**config.mk**
```make
export PLATFORM = sky130hd
export DESIGN_NAME = multi_stream_lcg_range_draw
export DESIGN_NICKNAME = d
export VERILOG_FILES = /design/src/hw/rtl/mslrd_pkg.sv /design/src/hw/rtl/multi_stream_lcg_range_draw.sv /design/src/hw/rtl/mslrd_seq.sv /design/src/hw/rtl/mslrd_dp.sv
export VERILOG_INCLUDE_DIRS = /design/src /design/src/hw/rtl
export SDC_FILE = /design/constraint.sdc
export NUM_CORES = 2
export LEC_CHECK = 0
export BUFFER_PORTS_ARGS = -buffer_cell sky130_fd_sc_hd__buf_2
export CAP_MARGIN = 20
export CELL_PAD_IN_SITES_DETAIL_PLACEMENT = 0
export CELL_PAD_IN_SITES_GLOBAL_PLACEMENT = 1
export CORE_AREA = 2 2 321 355
export DETAILED_ROUTE_END_ITERATION = 10
export DIE_AREA = 0 0 323 357
export MAX_ROUTING_LAYER = met4
export PLACE_DENSITY_LB_ADDON = 0.1
export SYNTH_ARGS = -nofsm -noshare
export SYNTH_HDL_FRONTEND = slang
export SYNTH_HIERARCHICAL = 1
export SYNTH_SLANG_ARGS = --single-unit
```
**constraint.sdc**
```tcl
create_clock -name clk -period 14.5 [get_ports clk]
set_clock_uncertainty 0.1 [all_clocks]
set_input_delay 2.9 -clock clk [delete_from_list [all_inputs] [get_ports clk]]
set_output_delay 2.9 -clock clk [all_outputs]
set_load 0.01 [all_outputs]
```
**src/hw/rtl/multi_stream_lcg_range_draw_macros.svh**
```systemverilog
// Assertion helpers for the generator block.
`ifndef MULTI_STREAM_LCG_RANGE_DRAW_MACROS_SVH
`define MULTI_STREAM_LCG_RANGE_DRAW_MACROS_SVH

// Same-cycle implication, checked on every rising edge outside reset.
`define MSLRD_ASSERT_IMP(label, ante, cons, msg) \
  label: assert property (@(posedge clk) disable iff (!rst_n) (ante) |-> (cons)) \
    else $error(msg);

// Next-cycle implication, checked on every rising edge outside reset.
`define MSLRD_ASSERT_NXT(label, ante, cons, msg) \
  label: assert property (@(posedge clk) disable iff (!rst_n) (ante) |=> (cons)) \
    else $error(msg);

`endif

```
**src/hw/rtl/mslrd_pkg.sv**
```systemverilog
package mslrd_pkg;

  localparam int unsigned DATA_W  = 32;
  localparam int unsigned OP_W    = 3;
  localparam int unsigned CFG_IDX_W = 2;
  localparam int unsigned STREAMS = 4;
  localparam int unsigned SIDX_W  = 2;

  localparam logic [DATA_W-1:0] MULT_RESET = 32'd16807;

  // Configuration register indexes
  localparam logic [CFG_IDX_W-1:0] CFG_MULT_SIGN        = 2'd0;
  localparam logic [CFG_IDX_W-1:0] CFG_MULT_WEIGHT      = 2'd1;
  localparam logic [CFG_IDX_W-1:0] CFG_MULT_NUMBER_SEED = 2'd2;
  localparam logic [CFG_IDX_W-1:0] CFG_MULT_LENGTH      = 2'd3;

  // Opcodes: bit 2 selects draw, low bits select the stream
  localparam logic [OP_W-1:0] OP_SEED_LENGTH = 3'd0;
  localparam logic [OP_W-1:0] OP_SEED_WEIGHT = 3'd1;
  localparam logic [OP_W-1:0] OP_SEED_SIGN   = 3'd2;
  localparam logic [OP_W-1:0] OP_SEED_NUMBER = 3'd3;
  localparam logic [OP_W-1:0] OP_DRAW_LENGTH = 3'd4;
  localparam logic [OP_W-1:0] OP_DRAW_WEIGHT = 3'd5;
  localparam logic [OP_W-1:0] OP_DRAW_SIGN   = 3'd6;
  localparam logic [OP_W-1:0] OP_DRAW_NUMBER = 3'd7;

  // Microprogram addresses
  typedef logic [2:0] step_t;
  localparam step_t ST_SEED  = 3'd0;
  localparam step_t ST_CHECK = 3'd1;
  localparam step_t ST_ADV   = 3'd2;
  localparam step_t ST_SCALE = 3'd3;
  localparam step_t ST_SUM   = 3'd4;
  localparam step_t ST_DEGEN = 3'd5;
  localparam step_t ST_SIGN  = 3'd6;

  typedef enum logic {OPA_SEED, OPA_STATE} opa_t;
  typedef enum logic {OPB_MULT, OPB_RANGE} opb_t;
  typedef enum logic [1:0] {RES_ZERO, RES_SIGN, RES_RANGE, RES_DEGEN} res_t;
  typedef enum logic [1:0] {COND_NONE, COND_DEGEN, COND_SIGN} cond_t;

  // One control word of the microprogram
  typedef struct packed {
    opa_t  opa;
    opb_t  opb;
    logic  wr_state;
    logic  ld_range;
    logic  wr_prod;
    res_t  res;
    cond_t cond;
    step_t target;
    logic  last;
  } ctrl_t;

  // Datapath status fed back to the sequencer for jumps
  typedef struct packed {
    logic degen;
    logic sign_op;
  } stat_t;

  // Control store
  function automatic ctrl_t ucode(step_t s);
    ctrl_t c;
    c = '0;
    unique case (s)
      ST_SEED: begin
        c.opa = OPA_SEED;
        c.opb = OPB_MULT;
        c.wr_state = 1'b1;
        c.res = RES_ZERO;
        c.last = 1'b1;
      end
      ST_CHECK: begin
        c.ld_range = 1'b1;
        c.cond = COND_DEGEN;
        c.target = ST_DEGEN;
      end
      ST_ADV: begin
        c.opa = OPA_STATE;
        c.opb = OPB_MULT;
        c.wr_state = 1'b1;
        c.cond = COND_SIGN;
        c.target = ST_SIGN;
      end
      ST_SCALE: begin
        c.opa = OPA_STATE;
        c.opb = OPB_RANGE;
        c.wr_prod = 1'b1;
      end
      ST_SUM: begin
        c.res = RES_RANGE;
        c.last = 1'b1;
      end
      ST_DEGEN: begin
        c.res = RES_DEGEN;
        c.last = 1'b1;
      end
      ST_SIGN: begin
        c.res = RES_SIGN;
        c.last = 1'b1;
      end
      default: begin
        c.last = 1'b1;
      end
    endcase
    return c;
  endfunction

  // Multiplier used by each opcode; number draws share the length multiplier
  function automatic logic [DATA_W-1:0] pick_mult(
    logic [OP_W-1:0]   op,
    logic [DATA_W-1:0] m_sign,
    logic [DATA_W-1:0] m_weight,
    logic [DATA_W-1:0] m_number_seed,
    logic [DATA_W-1:0] m_length
  );
    logic [DATA_W-1:0] m;
    unique case (op) inside
      OP_SEED_LENGTH, OP_DRAW_LENGTH, OP_DRAW_NUMBER: m = m_length;
      OP_SEED_WEIGHT, OP_DRAW_WEIGHT:                 m = m_weight;
      OP_SEED_SIGN, OP_DRAW_SIGN:                     m = m_sign;
      OP_SEED_NUMBER:                                 m = m_number_seed;
      default:                                        m = m_length;
    endcase
    return m;
  endfunction

endpackage

```
**src/hw/rtl/multi_stream_lcg_range_draw.sv**
```systemverilog
// Channel  Ports                                      Handshake
// -------  -----------------------------------------  ---------------
// in       in_opcode, in_seed, in_low_bound, in_high_bound  valid/ready
// out      out_value                                  valid/ready
// cfg      cfg_we, cfg_index, cfg_wdata               write enable
//
// A seed takes 1 step, a sign draw 3, a weight draw on a one-point or empty
// interval 2 and a range draw 4, using one shared 32x32 multiplier; the last
// step loads the output register, and the next transaction is taken the cycle
// after, even while that result still waits.
// The final step holds while the output register is full and not being read.
// Synchronous active-low reset clears the states, sets the multipliers to 16807.
module multi_stream_lcg_range_draw (
  input  logic                                 clk,
  input  logic                                 rst_n,
  input  logic                                 in_valid,
  output logic                                 in_ready,
  input  logic [mslrd_pkg::OP_W-1:0]           in_opcode,
  input  logic signed [mslrd_pkg::DATA_W-1:0]  in_seed,
  input  logic signed [mslrd_pkg::DATA_W-1:0]  in_low_bound,
  input  logic signed [mslrd_pkg::DATA_W-1:0]  in_high_bound,
  output logic                                 out_valid,
  input  logic                                 out_ready,
  output logic signed [mslrd_pkg::DATA_W-1:0]  out_value,
  input  logic                                 cfg_we,
  input  logic [mslrd_pkg::CFG_IDX_W-1:0]      cfg_index,
  input  logic [mslrd_pkg::DATA_W-1:0]         cfg_wdata
);

  `include "multi_stream_lcg_range_draw_macros.svh"

  localparam int unsigned W = mslrd_pkg::DATA_W;

  logic [W-1:0]                    mult_sign_r, mult_weight_r;
  logic [W-1:0]                    mult_number_seed_r, mult_length_r;
  logic [mslrd_pkg::OP_W-1:0]      op_r;
  logic [W-1:0]                    seed_r, low_r, high_r;
  logic                            out_valid_r;
  logic [W-1:0]                    out_value_r;
  logic                            in_fire, out_free;
  logic                            busy, exec, done;
  mslrd_pkg::ctrl_t                ctrl;
  mslrd_pkg::stat_t                stat;
  logic [W-1:0]                    mult;
  logic [W-1:0]                    dp_value;
  logic                            seed_done, sign_done;

  assign in_ready = !busy;
  assign in_fire  = in_valid && in_ready;
  assign out_free = !out_valid_r || out_ready;

  // Configuration registers
  always_ff @(posedge clk) begin
    if (!rst_n) begin
      mult_sign_r        <= mslrd_pkg::MULT_RESET;
      mult_weight_r      <= mslrd_pkg::MULT_RESET;
      mult_number_seed_r <= mslrd_pkg::MULT_RESET;
      mult_length_r      <= mslrd_pkg::MULT_RESET;
    end else if (cfg_we) begin
      case (cfg_index)
        mslrd_pkg::CFG_MULT_SIGN:        mult_sign_r        <= cfg_wdata;
        mslrd_pkg::CFG_MULT_WEIGHT:      mult_weight_r      <= cfg_wdata;
        mslrd_pkg::CFG_MULT_NUMBER_SEED: mult_number_seed_r <= cfg_wdata;
        mslrd_pkg::CFG_MULT_LENGTH:      mult_length_r      <= cfg_wdata;
        default: ;
      endcase
    end
  end

  // Hold the accepted transaction
  always_ff @(posedge clk) begin
    if (in_fire) begin
      op_r   <= in_opcode;
      seed_r <= in_seed;
      low_r  <= in_low_bound;
      high_r <= in_high_bound;
    end
  end

  assign mult = mslrd_pkg::pick_mult(op_r, mult_sign_r, mult_weight_r,
                                     mult_number_seed_r, mult_length_r);

  mslrd_seq u_seq (
    .clk      (clk),
    .rst_n    (rst_n),
    .in_fire  (in_fire),
    .op       (in_opcode),
    .stat     (stat),
    .out_free (out_free),
    .ctrl     (ctrl),
    .busy     (busy),
    .exec     (exec),
    .done     (done)
  );

  mslrd_dp u_dp (
    .clk   (clk),
    .rst_n (rst_n),
    .ctrl  (ctrl),
    .exec  (exec),
    .op    (op_r),
    .seed  (seed_r),
    .low   (low_r),
    .high  (high_r),
    .mult  (mult),
    .stat  (stat),
    .value (dp_value)
  );

  // Output register: load on the final step, drop when taken
  always_ff @(posedge clk) begin
    if (!rst_n) begin
      out_valid_r <= 1'b0;
    end else if (done) begin
      out_valid_r <= 1'b1;
    end else if (out_ready) begin
      out_valid_r <= 1'b0;
    end
  end

  always_ff @(posedge clk) begin
    if (done) begin
      out_value_r <= dp_value;
    end
  end

  assign out_valid = out_valid_r;
  assign out_value = out_value_r;

  assign seed_done = done && !op_r[mslrd_pkg::OP_W-1];
  assign sign_done = done && (op_r == mslrd_pkg::OP_DRAW_SIGN);

  `MSLRD_ASSERT_NXT(a_accept_starts_program, in_valid && in_ready, busy, "accept did not start")
  `MSLRD_ASSERT_IMP(a_out_from_done, out_valid_r && !$past(out_valid_r), $past(done), "stray result")
  `MSLRD_ASSERT_IMP(a_seed_gives_zero, seed_done, dp_value == '0, "seed returned nonzero")
  `MSLRD_ASSERT_IMP(a_sign_is_bit, sign_done, dp_value[W-1:1] == '0, "sign wider than one bit")

endmodule

```
**src/hw/rtl/mslrd_seq.sv**
```systemverilog
module mslrd_seq (
  input  logic                           clk,
  input  logic                           rst_n,
  input  logic                           in_fire,
  input  logic [mslrd_pkg::OP_W-1:0]     op,
  input  mslrd_pkg::stat_t               stat,
  input  logic                           out_free,
  output mslrd_pkg::ctrl_t               ctrl,
  output logic                           busy,
  output logic                           exec,
  output logic                           done
);

  logic                  busy_r, busy_nxt;
  mslrd_pkg::step_t      step_r, step_nxt;
  logic                  jump;

  // Fetch the control word of the current step
  assign ctrl = mslrd_pkg::ucode(step_r);
  assign busy = busy_r;

  // Evaluate the jump condition
  always_comb begin
    unique case (ctrl.cond)
      mslrd_pkg::COND_DEGEN: jump = stat.degen;
      mslrd_pkg::COND_SIGN:  jump = stat.sign_op;
      default:               jump = 1'b0;
    endcase
  end

  // Hold the last step while the output register is still full
  assign exec = busy_r && !(ctrl.last && !out_free);
  assign done = busy_r && ctrl.last && out_free;

  // Advance the step counter
  always_comb begin
    busy_nxt = busy_r;
    step_nxt = step_r;
    if (in_fire) begin
      busy_nxt = 1'b1;
      step_nxt = op[mslrd_pkg::OP_W-1] ? mslrd_pkg::ST_CHECK : mslrd_pkg::ST_SEED;
    end else if (exec) begin
      if (ctrl.last) begin
        busy_nxt = 1'b0;
      end else if (jump) begin
        step_nxt = ctrl.target;
      end else begin
        step_nxt = step_r + 3'd1;
      end
    end
  end

  always_ff @(posedge clk) begin
    if (!rst_n) begin
      busy_r <= 1'b0;
      step_r <= mslrd_pkg::ST_SEED;
    end else begin
      busy_r <= busy_nxt;
      step_r <= step_nxt;
    end
  end

endmodule

```
**src/hw/rtl/mslrd_dp.sv**
```systemverilog
module mslrd_dp (
  input  logic                              clk,
  input  logic                              rst_n,
  input  mslrd_pkg::ctrl_t                  ctrl,
  input  logic                              exec,
  input  logic [mslrd_pkg::OP_W-1:0]        op,
  input  logic [mslrd_pkg::DATA_W-1:0]      seed,
  input  logic [mslrd_pkg::DATA_W-1:0]      low,
  input  logic [mslrd_pkg::DATA_W-1:0]      high,
  input  logic [mslrd_pkg::DATA_W-1:0]      mult,
  output mslrd_pkg::stat_t                  stat,
  output logic [mslrd_pkg::DATA_W-1:0]      value
);

  localparam int unsigned W = mslrd_pkg::DATA_W;

  logic [W-1:0]                    state_r [mslrd_pkg::STREAMS];
  logic [W-1:0]                    range_r;
  logic signed [2*W-1:0]           prod_r;
  logic [mslrd_pkg::SIDX_W-1:0]    sidx;
  logic [W-1:0]                    opa, opb;
  logic signed [2*W-1:0]           prod;
  logic                            corr;
  logic [W-1:0]                    sum;
  logic                            empty;

  assign sidx = op[mslrd_pkg::SIDX_W-1:0];

  // Shared multiplier with operand select
  assign opa  = (ctrl.opa == mslrd_pkg::OPA_SEED) ? seed : state_r[sidx];
  assign opb  = (ctrl.opb == mslrd_pkg::OPB_MULT) ? mult : range_r;
  assign prod = $signed(opa) * $signed(opb);

  // Update generator state, masked to 31 bits
  always_ff @(posedge clk) begin
    if (!rst_n) begin
      for (int i = 0; i < mslrd_pkg::STREAMS; i++) begin
        state_r[i] <= '0;
      end
    end else if (exec && ctrl.wr_state) begin
      state_r[sidx] <= {1'b0, prod[W-2:0]};
    end
  end

  // Capture the range and the scaled product
  always_ff @(posedge clk) begin
    if (exec && ctrl.ld_range) begin
      range_r <= high - low + 32'd1;
    end
    if (exec && ctrl.wr_prod) begin
      prod_r <= prod;
    end
  end

  // Shift by 31 rounding toward zero, then offset by the lower bound
  assign corr = prod_r[2*W-1] && (|prod_r[W-2:0]);
  assign sum  = low + prod_r[2*W-2:W-1] + {{(W-1){1'b0}}, corr};

  assign empty = $signed(high) < $signed(low);

  // Jump conditions
  assign stat.degen   = (op == mslrd_pkg::OP_DRAW_WEIGHT) && ($signed(high) <= $signed(low));
  assign stat.sign_op = (op == mslrd_pkg::OP_DRAW_SIGN);

  // Select the result
  always_comb begin
    unique case (ctrl.res)
      mslrd_pkg::RES_SIGN:  value = {{(W-1){1'b0}}, state_r[sidx][15]};
      mslrd_pkg::RES_RANGE: value = sum;
      mslrd_pkg::RES_DEGEN: value = empty ? '0 : low;
      default:              value = '0;
    endcase
  end

endmodule

```
# ---- After elaboration in Yosys (flattened, before gate mapping)
# Memories as Yosys holds them, arrays and structs flattened. A register that Yosys moved wholly into a read port is not among the register bits.
# Cells that the tools add are included.
dict set report totals {
  out_inout_bits 34
  mem_bits_rw 124
  memories 1
  register_bits 360
}
# name depth width rd rd_ports_with_merged_regs write_ports line_no
set mem_list {}
lappend mem_list {u_dp.state_r 4 31 1 1 4 mslrd_dp.sv:17} ;# logic [W-1:0] state_r [mslrd_pkg::STREAMS];
dict set report classes {
  n_lt_le_gt_ge 2
  n_mux 31
  n_mul 1
  eq_ne 20
  add_sub_neg 5
  n_reduce_logical 32
}
# cell count
set ops {}
lappend ops {{32-bit one-hot mux with 3 select lines} 2}
lappend ops {{32-bit 2-to-1 mux} 3}
lappend ops {{32-bit by 32-bit multiplier with 64-bit output} 1}
lappend ops {{31-bit OR reduction} 2}
lappend ops {{32-bit by 1-bit adder with 32-bit output} 1}
lappend ops {{32-bit by 1-bit adder with 32-bit output (second input constant)} 1}
lappend ops {{32-bit adder} 1}
lappend ops {{32-bit less-or-equal comparator} 1}
lappend ops {{32-bit less-than comparator} 1}
lappend ops {{32-bit subtractor} 1}
lappend ops {{31-bit 2-to-1 mux} 1}
lappend ops {{3-bit == test (second input constant)} 5}
lappend ops {{1-bit 2-to-1 mux} 15}
lappend ops {{3-bit by 2-bit == test with 1-bit output (second input constant)} 4}
lappend ops {{3-bit 2-to-1 mux} 4}
lappend ops {{2-bit AND reduction} 6}
lappend ops {{2-bit == test (second input constant)} 5}
lappend ops {{1-bit logical AND} 10}
lappend ops {{5-bit one-hot mux with 2 select lines} 1}
lappend ops {{2-bit by 1-bit == test with 1-bit output (second input constant)} 3}
lappend ops {{3-bit by 1-bit == test with 1-bit output (second input constant)} 2}
lappend ops {{2-bit one-hot mux with 3 select lines} 1}
lappend ops {{2-bit nonzero test} 3}
lappend ops {{2-bit OR reduction} 3}
lappend ops {{other kinds (10)} 14}

# ---- Longest topological paths before layout
dict set report logic_depth {
  word_depth 12
  depth_mapped 36
  ltp_nobuf 33
}

# ---- By module
# Netlist, hierarchy kept.
# module area_each_um2 instances cells_each seq_area_each_um2
set modules_own_cells {}
lappend modules_own_cells {mslrd_dp 48691.7 1 5057 6606.3}
lappend modules_own_cells {multi_stream_lcg_range_draw 9665.5 1 850 6516.2}
lappend modules_own_cells {mslrd_seq 491.7 1 59 80.1}

# ---- Worst setup path after synthesis
# No wires, ideal clock.
dict set report synth_path {
  path_type {reg-to-reg}
  start {reg u_seq.step_r[0]}
  end {reg u_dp.prod_r[62] (data pin)}
  setup_time_ns 0.174
  path_stages_with_launch 32
  arrival_time_ns 9.564
  slack_ns 4.661
  synth_period_minus_slack_ns 9.839
  path_buffers 5
  cell_sequence {dfxtp_1 ha_1 ha_1 buf_4 clkbuf_1 buf_1 clkbuf_1 mux2_2 nand2_1 inv_1 fa_1 fa_1 fa_1 fa_1 inv_1 fa_1 inv_1 fa_1 inv_1 fa_1 inv_1 fa_1 ha_1 clkbuf_1 a21o_1 a21o_1 or4_1 a31oi_1 nor3_1 a221oi_1 nor2_1 a311oi_1}
}
# item line_no
set synth_lines {}
lappend synth_lines {{from (decl)} mslrd_seq.sv:15} ;# mslrd_pkg::step_t step_r, step_nxt;
lappend synth_lines {{from (signal assigned)} mslrd_seq.sv:56} ;# step_r <= mslrd_pkg::ST_SEED;
lappend synth_lines {{from (signal assigned)} mslrd_seq.sv:59} ;# step_r <= step_nxt;
lappend synth_lines {{to (signal assigned)} mslrd_dp.sv:51} ;# prod_r <= prod;
lappend synth_lines {{to (decl)} mslrd_dp.sv:19} ;# logic signed [2*W-1:0] prod_r;

==> results by group <==
Global route
  • Total track usage: 35.5%
  • Number of global-route vias before repair: 44300
  • Largest net degree at the start of global routing: 103
  • First-pass GRT wire length: 290000 um
  • Antenna violations before repair: 2
  • Total congestion overflow: 0

Setup path
  • Worst r2r src: u_seq/step_r[0]
  • Worst Reg-to-Reg Cells: 30
  • CP arrival: 11.62 ns
  • R2r endpoint: u_dp/prod_r[61]
  • Crit path from: u_seq/step_r[0]
  • Worst setup EP type: flip-flop
  • Most used cell, CP: fa_1
  • Worst Setup EP: u_dp/prod_r[61]
  • Crit path max fanout: 35
  • CP Class: reg2reg
  • Worst EP required: 14.81 ns
  • Crit-path slowest cell: a32oi_1
  • Critical Path Start Type: flip-flop
  • Critical Path Max Stage Delay: 0.74 ns
  • Reg2Reg Setup Slack: 3.19 ns

Run
  • Max Cap Viol: 0

Routing
  • DR vias: 43300
  • Total wire length: 193000 um
  • DRC Markers: 0
  • Drt initial violations: 4014
  • DR vias/cell: 5.71
  • Antenna-violating nets left: 0
  • Drt pass-1 iters: 5
  • Average wire per standard cell: 25.5 um

Final layout
  • Share of layout cells above drive strength 1: 8.99%
  • Fin nets: 7545
  • Commonest non-fill, non-tap cell in the layout: inv_1
  • Number of fill cells in the layout: 10100
  • Area Growth Syn to Fin: 7.55%
  • Highest-count cells in the layout ignoring fill and taps: 1124 x inv_1, 1100 x fa_1, 862 x nand2_1, 722 x nor2_1, 351 x edfxtp_1

CTS
  • Clock sinks: 484
  • Clock transition at path regs: 0.06 ns
  • Cts hold-fix bufs: 0
  • H-tree levels: 2
  • Resized cells post-CTS: 0
  • TritonCTS clock tree: done
  • Post-CTS repair timing setup buffer count: 0
  • CTS root buf: clkbuf_16
  • Skew-Pair Late Insertion Delay: 0.68 ns
  • Number of CTS-inserted buffers: 53
  • Max Buffers Root-to-Sink: 3

Synthesis
  • Cell count after synthesis: 5962
  • Synth Net Count: 7486
  • Post-Syn Area per Cell: 9.87 sq um
  • Synth warn: 6
  • Netlist Area Pre-Place: 58800 sq um

Place
  • IO buf count: 171
  • Final HPWL DP: 145000 um
  • GP Congestion: 0.977

STA
  • Fmax: 88.4 MHz
  • Hold slack: 0.353 ns
  • Fin Setup TNS: 0 ns
  • Tmin final: 11.31 ns
  • Tcrit/Tclk final: 78.0%
  • Number of hold violations in the final report: 0
  • Slew Limit Fails: 0
  • Worst-margin pin slew: 1.10 ns
  • Endpoints failing setup: 0
  • Slew HR: 25.6%
  • RSZ-0062 raised after global routing: false

Floorplan
  • Ports: 172
  • Die X: 323 um
  • Site Rows: 129
  • Core box area: 112000 sq um
  • Die Y: 357 um
  • Initial core utilization: 52.7%
  • Die footprint: 115000 sq um

Hold path
  • Hold Path Class: reg2reg

Run status
  • Status: finished, final reports clean
[routing by layer]
metal	part of all wire, %	wire [um]	global-route usage, %
met3	8.8	16900	6.40
met5	0	0	-
met2	46	88700	54.3
met4	3.5	6700	10.3
met1	42	80500	48.8
[critical path, delay by kind of cell (launching register included)]
| kind | cells | cell delay, ns |
|---|---|---|
| fa+ha+maj | 11 | 5.01 |
| compound gates | 8 | 2.62 |
| buf+inv | 7 | 1.05 |
| simple gates | 2 | 0.80 |
| mux | 1 | 0.70 |
| flops | 1 | 0.55 |
| xor+xnor | 1 | 0.16 |
[area by class of cell]
type	instances	area, sq um	share of cell area (%)
multi-input combinational	4092	40600	64.2
sequential	484	13200	20.9
inverter	1125	4220	6.67
tap	1506	1880	2.98
timing repair buffer	265	1580	2.50
clock buffer	74	1470	2.32
clock inverter	23	280	0.443
antenna	3	7.51	0.0119
[per-stage QoR]
stage | area, sq um | setup slack [ns] | util, % | instances
after floorplan | 58800 | 4.66 | - | 5962
after global placement | 61500 | 2.93 | 55.1 | 7471
after detailed placement | 61500 | 3.22 | 55.1 | 7472
after CTS | 63300 | 3.30 | 56.6 | 7569
after global routing | 63300 | 2.79 | 56.6 | 7571
final | 63300 | 3.19 | 56.6 | 7572
[flip-flops by register name, summed over array words and instances (netlist names)]
register / count
high_r: 32
low_r: 32
mult_length_r: 32
mult_number_seed_r: 32
mult_sign_r: 32
mult_weight_r: 32
op_r: 3
out_valid: 1
out_value: 32
seed_r: 32
u_dp/prod_r: 64
u_dp/range_r: 32
u_dp/state_r: 124
u_seq/busy: 1
u_seq/step_r: 3
[worst min path at each step]
stage,startpoint,endpoint,slack (ns),depth (start not counted)
2_1_floorplan,mult_weight_r[10],mult_weight_r[10],0.34,2
3_3_place_gp,mult_sign_r[13],mult_sign_r[13],0.34,2
3_5_place_dp,mult_weight_r[15],mult_weight_r[15],0.35,2
4_1_cts,mult_weight_r[15],mult_weight_r[15],0.35,2
5_1_grt,mult_weight_r[9],mult_weight_r[9],0.37,2
6_report,mult_sign_r[24],mult_sign_r[24],0.35,2
Power is not shown: default switching activity piles up to over one toggle a cycle in this logic, so the estimate is an artifact.
